$ cat config.mk
export PLATFORM = sky130hd
export DESIGN_NAME = erfe_divider
export DESIGN_NICKNAME = d
export VERILOG_FILES = /design/src/design/erfe_pkg.sv /design/src/design/erfe_divider.sv
export SDC_FILE = /design/constraint.sdc
export NUM_CORES = 2
export LEC_CHECK = 0
export BUFFER_PORTS_ARGS = -buffer_cell sky130_fd_sc_hd__buf_4
export CORE_MARGIN = 2
export CORE_UTILIZATION = 65
export DETAILED_ROUTE_END_ITERATION = 7
export GPL_ROUTABILITY_DRIVEN = 1
export PLACE_DENSITY = 0.81
export SYNTH_ARGS = -nofsm -noshare
export SYNTH_HDL_FRONTEND = slang
export SYNTH_SLANG_ARGS = --single-unit
export TNS_END_PERCENT = 50
$ cat constraint.sdc
create_clock -name clock -period 4.95 [get_ports clock]
set_clock_uncertainty 0.1 [all_clocks]
set_input_delay 0.495 -clock clock [delete_from_list [all_inputs] [get_ports clock]]
set_output_delay 0.495 -clock clock [all_outputs]
set_load 0.02 [all_outputs]
$ cat src/design/erfe_pkg.sv
// shared constants, types and per-term tables for the erf approximation pipeline
`default_nettype none

package erfe_pkg;

   // fixed-point constants
   localparam logic [32:0] ONE_Q32     = 33'h1_0000_0000;
   localparam logic [31:0] LN2_Q32     = 32'd2977044472;
   localparam logic [30:0] LOG2E_Q30   = 31'd1549082005;
   localparam logic [31:0] A_LOG2E_Q30 = 32'd3067182370;
   localparam logic [31:0] B_Q30       = 32'd2160084138;
   localparam logic [20:0] ONE_Q20     = 21'h10_0000;
   localparam logic [15:0] Y_MAX       = 16'd16384;

   // pipeline geometry
   localparam int SERIES_TERMS = 12;
   localparam int EXP_LATENCY  = 2 * SERIES_TERMS + 2;
   localparam int U_W          = 31;
   localparam int NUM_W        = 33;
   localparam int DEN_W        = 47;
   localparam int DIV_BITS     = 21;
   localparam int DIV_STAGES   = DIV_BITS + 1;
   localparam int REM_W        = 69;
   localparam int K_MAX        = 32;

   // per-item data that travels with the series terms
   typedef struct packed {
      logic [31:0] z;
      logic [5:0]  k;
      logic        zero;
   } exp_carry_type;

   // reciprocal multiplier for an exact floor(p / n), p below 2^32
   function automatic logic [32:0] term_magic(input logic [3:0] n);
      logic [32:0] m;
      case (n)
         4'd1:    m = 33'd4294967296;
         4'd2:    m = 33'd4294967296;
         4'd3:    m = 33'd5726623062;
         4'd4:    m = 33'd4294967296;
         4'd5:    m = 33'd6871947674;
         4'd6:    m = 33'd5726623062;
         4'd7:    m = 33'd4908534053;
         4'd8:    m = 33'd4294967296;
         4'd9:    m = 33'd7635497416;
         4'd10:   m = 33'd6871947674;
         4'd11:   m = 33'd6247225158;
         4'd12:   m = 33'd5726623062;
         default: m = 33'd4294967296;
      endcase
      return m;
   endfunction

   // right shift that goes with term_magic
   function automatic logic [5:0] term_shift(input logic [3:0] n);
      logic [5:0] s;
      case (n)
         4'd1:    s = 6'd32;
         4'd2:    s = 6'd33;
         4'd3:    s = 6'd34;
         4'd4:    s = 6'd34;
         4'd5:    s = 6'd35;
         4'd6:    s = 6'd35;
         4'd7:    s = 6'd35;
         4'd8:    s = 6'd35;
         4'd9:    s = 6'd36;
         4'd10:   s = 6'd36;
         4'd11:   s = 6'd36;
         4'd12:   s = 6'd36;
         default: s = 6'd32;
      endcase
      return s;
   endfunction

endpackage

`default_nettype wire

$ cat src/design/erfe_divider.sv
// pipelined restoring divider: 21 quotient bits of (num << 30) / den plus overflow
`default_nettype none

module erfe_divider (
   input  wire logic                        clock,
   input  wire logic                        reset,
   input  wire logic                        enable,
   input  wire logic                        valid_in,
   input  wire logic [erfe_pkg::NUM_W-1:0]  num_value,
   input  wire logic [erfe_pkg::DEN_W-1:0]  den_value,
   input  wire logic                        neg_in,
   output logic                             valid_out,
   output logic [erfe_pkg::DIV_BITS-1:0]    quo_value,
   output logic                             ovf_out,
   output logic                             neg_out
);
   import erfe_pkg::*;

   logic                valid_ff [DIV_STAGES];
   logic [REM_W-1:0]    rem_ff   [DIV_STAGES];
   logic [REM_W-1:0]    rem_in   [DIV_STAGES];
   logic [DEN_W-1:0]    den_ff   [DIV_STAGES];
   logic [DIV_BITS-1:0] quo_ff   [DIV_STAGES];
   logic [DIV_BITS-1:0] quo_in   [DIV_STAGES];
   logic                ovf_ff   [DIV_STAGES];
   logic                ovf_in;
   logic                neg_ff   [DIV_STAGES];
   logic [REM_W-1:0]    sub_val  [DIV_STAGES];

   // load stage and one quotient bit per later stage
   always_comb begin
      rem_in[0]  = REM_W'({num_value, 30'b0});
      quo_in[0]  = '0;
      sub_val[0] = REM_W'(den_value) << DIV_BITS;
      ovf_in     = (rem_in[0] >= sub_val[0]);
      for (int j = 1; j < DIV_STAGES; j++) begin
         sub_val[j] = REM_W'(den_ff[j-1]) << (DIV_BITS - j);
         rem_in[j]  = rem_ff[j-1];
         quo_in[j]  = quo_ff[j-1];
         if (!ovf_ff[j-1] && (rem_ff[j-1] >= sub_val[j])) begin
            rem_in[j]                = rem_ff[j-1] - sub_val[j];
            quo_in[j][DIV_BITS - j]  = 1'b1;
         end
      end
   end

   always_ff @(posedge clock) begin
      if (reset) begin
         for (int j = 0; j < DIV_STAGES; j++) valid_ff[j] <= 1'b0;
      end else if (enable) begin
         valid_ff[0] <= valid_in;
         for (int j = 1; j < DIV_STAGES; j++) valid_ff[j] <= valid_ff[j-1];
      end
   end

   always_ff @(posedge clock) begin
      if (enable) begin
         rem_ff[0] <= rem_in[0];
         quo_ff[0] <= quo_in[0];
         den_ff[0] <= den_value;
         ovf_ff[0] <= ovf_in;
         neg_ff[0] <= neg_in;
         for (int j = 1; j < DIV_STAGES; j++) begin
            rem_ff[j] <= rem_in[j];
            quo_ff[j] <= quo_in[j];
            den_ff[j] <= den_ff[j-1];
            ovf_ff[j] <= ovf_ff[j-1];
            neg_ff[j] <= neg_ff[j-1];
         end
      end
   end

   assign valid_out = valid_ff[DIV_STAGES-1];
   assign quo_value = quo_ff[DIV_STAGES-1];
   assign ovf_out   = ovf_ff[DIV_STAGES-1];
   assign neg_out   = neg_ff[DIV_STAGES-1];

endmodule

`default_nettype wire

==> run_results.csv <==
group,metric,value,unit
global_route,antenna_found_initial,4,
synth,ys_seq_area_share,50.8,%
floorplanning,die_w,480,um
global_route,grt_pass1_wl,601000,um
clock_tree,clkLatencyLatePin,0.98,ns
critical_path,worstSetupStartpointType,"register",
timing,setup_violations,0,
route,wire_per_inst,22.1,um
global_route,grtUsageMet2,65.6,%
timing,fin_ws,0.101,ns
layout,areaGrowthSynthToFinish,10.5,%
global_route,grt_max_degree,161,
global_route,met3_usage,4.06,%
layout,final_core_utilization,72.3,%
floorplanning,die-area,0.230,sq mm
layout,drive_gt1_share,7.75,%
clock_tree,cts_buffers,286,
floorplanning,initial_core_util,65.4,%
run_status,status,"finished, final reports clean",
timing,slew_headroom,21.9,%
critical_path,path_cells,"inv_1 -> ha_1 -> ha_1 -> buf_12 -> nand4_1 -> or4_1 -> nor3_1 -> buf_4 -> nand4_1 -> buf_4 -> nor4_1 -> buf_4 -> nor4_1 -> a31oi_4 -> buf_12 -> mux2_2",
critical_path,cpLargestDelayFamily,"simple AND/OR/NAND/NOR gates",
pwr,powerDensity,418,mW/mm^2
critical_path,cp.required,5.50,ns
route,dr.first_iter.drc_count,8887,
timing,fmax,206,MHz
floorplanning,ios,109,
route,first_pass_iters,7,
clock_tree,clockRootBuffer,"clkbuf_16",
min_path,holdPathStages,1,
timing,setup_total_negative_slack,0,ns
global_route,grtUsageMet1,29.7,%
route,drt-total-wl,387000,um
critical_path,critPathKind,"reg2reg",
min_path,hold_path.class,"in2reg",
clock_tree,cts.path.max_buffers,4,
route,drc,0,
critical_path,max_stage_delay,0.58,ns
route,vias_per_cell,6.32,
critical_path,cp_max_fo,40,
global_route,grt_overflow_total,0,
clock_tree,cts_max_level,5,
clock_tree,path_clk_slew,0.06,ns
critical_path,crit_arrival,5.40,ns
global_route,grt_pass1_vias,113000,
global_route,busiest_layer,"met2",
floorplanning,core_area,0.225,sq mm
pwr,vdd_drop_max,416,uV
placement,pre_cts_ws,-0.252,ns
critical_path,worst_path_most_repeated_cell,"buf_4",
critical_path,reg2reg_from,"den_ff[4][1]",
critical_path,r2r-end,"rem_ff[0][375]",
synth,synth.cell_area,0.147,sq mm
min_path,min-delay-start,"enable",
layout,nFillCells,14700,
layout,layout_common_cells,"edfxtp_1 (2487), nand2_1 (1354), inv_1 (1264), o21ai_0 (1130), a21oi_1 (1105)",
synth,synth-edff-count,2487,
timing,fin_crit_sh,98.0,%
timing,worst_pin_slew,1.17,ns
synth,synth_nets,15100,
critical_path,path_buf_inv,6,
placement,place.gp.congestion,1.15,
floorplanning,die_y,480,um
critical_path,r2r_cells,16,
synth,synthArstFlopShare,0,%
clock_tree,post_cts_buffers,0,
flow_run,cap_viol_max_count,0,
floorplanning,row_count,174,
critical_path,worstSetupEndpointType,"register",
clock_tree,cts.sinks,2487,
critical_path,critPathSlowestCell,"or4_1",
timing,post-route-min-period,4.85,ns
clock_tree,cts_tree,"built",
synth,avgSynthCellArea,10.5,sq um
synth,synth_warnings,0,
placement,port_buffers,108,
min_path,hold_end,"den_ff[1][46]",
layout,final_common_cell,"edfxtp_1",
layout,layout.nets,15400,
synth,ys.flop_type,"edfxtp_1",
placement,hpwlAfterDp,291000,um
synth,synth_cell_types,90,
timing,finalHoldViolCount,0,
route,postRouteAntennaNets,0,
pwr,leakagePower,66.6,nW
route,vias,111000,
synth,syn_inst,14000,
timing,drv_slew,0,
synth,ys_ff_latch,2487,
critical_path,rrSetupSlack,0.10,ns
global_route,grtUsageTotal,33.2,%
==> layout make-up <==
type | count | area, sq um | area share, %
repair buffers | 509 | 4490 | 2.76
clock buffers | 352 | 7510 | 4.62
diodes | 3 | 7.51 | 0.00462
well taps | 2992 | 3740 | 2.30
clock inverters | 129 | 1270 | 0.782
multi-input cells | 9779 | 66000 | 40.6
inverters | 1267 | 4760 | 2.93
flip-flops and latches | 2487 | 74700 | 46.0
==> state kept, by name (all words and copies together) (netlist names) <==
name      flops
valid_ff     22
neg_ff       22
ovf_ff       22
quo_ff      231
rem_ff     1203
den_ff      987
==> cell families (layout without fill, tap and decap cells) <==
logic type | count (synthesis) | in the layout | synth area share [%]
buffers and inverters | 1745 | 2257 | 4.49
AO/OA/AOI/OAI | 3876 | 3876 | 16.3
flip-flops | 2487 | 2487 | 50.8
adder cells (fa/ha/maj) | 1025 | 1025 | 8.82
XOR/XNOR | 1071 | 1071 | 6.38
multiplexers | 213 | 213 | 1.62
other | 0 | 3 | 0
AND/OR/NAND/NOR | 3594 | 3594 | 11.7
==> timing repair <==
action | in CTS | in global routing
endpoints found under the setup margin | 18 | 124
hold endpoints to repair | 87 | 0
hold buffers | 83 | 0
resized for setup | 2 | 13
==> stage by stage <==
step	area, sq um	total power, W	hold WS (ns)	instances
2_1_floorplan	147000	0.0414	0.300	14000
3_3_place_gp	153000	0.0465	0.300	17000
3_5_place_dp	153000	0.0473	0.305	17000
4_1_cts	162000	0.0675	0.0121	17500
5_1_grt	162000	0.0709	0.0375	17500
6_report	163000	0.0679	0.0381	17500
==> cell usage after synthesis (30+ instances only) <==
cell type     n  share of area [%]
o21ai_0    1131                3.8
o211ai_1     79               0.40
and3_1       95               0.40
inv_1      1265                3.2
xor2_1      483                2.9
nand4_1     249                1.1
clkbuf_1    435                1.1
and2_1       66               0.28
o21bai_1    142               0.72
or3_1        78               0.33
nand2b_1    142               0.60
o31ai_1      74               0.38
a21oi_1    1107                3.8
or4_1        42               0.21
a21boi_0     43               0.22
o31a_1       30               0.18
nor2_1      701                1.8
nand3_1     229               0.78
ha_1       1006                8.6
edfxtp_1   2487                 51
xnor2_1     588                3.5
and4_1       31               0.18
a21o_1      561                2.9
mux2_2      204                1.6
nor3_1      210               0.71
nor4_1      110               0.47
or2_2        38               0.16
nor2b_1     137               0.58
a221oi_1     30               0.18
a211oi_1     85               0.43
nand2_1    1354                3.5
a31oi_1     137               0.58
o21a_1      120               0.61
==> routing by layer <==
layer	share of wire [%]	vias up
met2	55	5051
li1	-	51900
met5	0	-
met1	31	52200
met4	9.1	0
met3	4.4	1611
==> where the power goes <==
| group | switching (W) | internal (W) |
|---|---|---|
| Sequential | 0.00143 | 0.0262 |
| Combinational | 0.0122 | 0.00792 |
| Clock | 0.00824 | 0.0119 |
| Total | 0.0218 | 0.0461 |
==> worst register-to-register path, stage by stage (launching register included) <==
cell	delay, ns
edfxtp_1	0.42
inv_1	0.08
ha_1	0.29
ha_1	0.20
buf_12	0.14
nand4_1	0.32
or4_1	0.58
nor3_1	0.22
buf_4	0.20
nand4_1	0.12
buf_4	0.20
nor4_1	0.44
buf_4	0.23
nor4_1	0.09
a31oi_4	0.20
buf_12	0.25
mux2_2	0.45
==> worst max-delay path by stage <==
stage                        start        endpoint  slack [ns]  cells past startpoint
detailed placement   den_ff[8][29]  rem_ff[1][137]       -0.25                     15
global route         den_ff[7][33]   rem_ff[1][62]       -0.05                     14
CTS                 rem_ff[0][529]   rem_ff[1][62]       0.006                     13
floorplan             den_ff[1][0]  rem_ff[0][166]        0.94                     12
finish                den_ff[4][1]  rem_ff[0][375]        0.10                     16
global placement     den_ff[8][29]  rem_ff[1][137]       -0.33                     15
(Power assumes the default switching activity.)
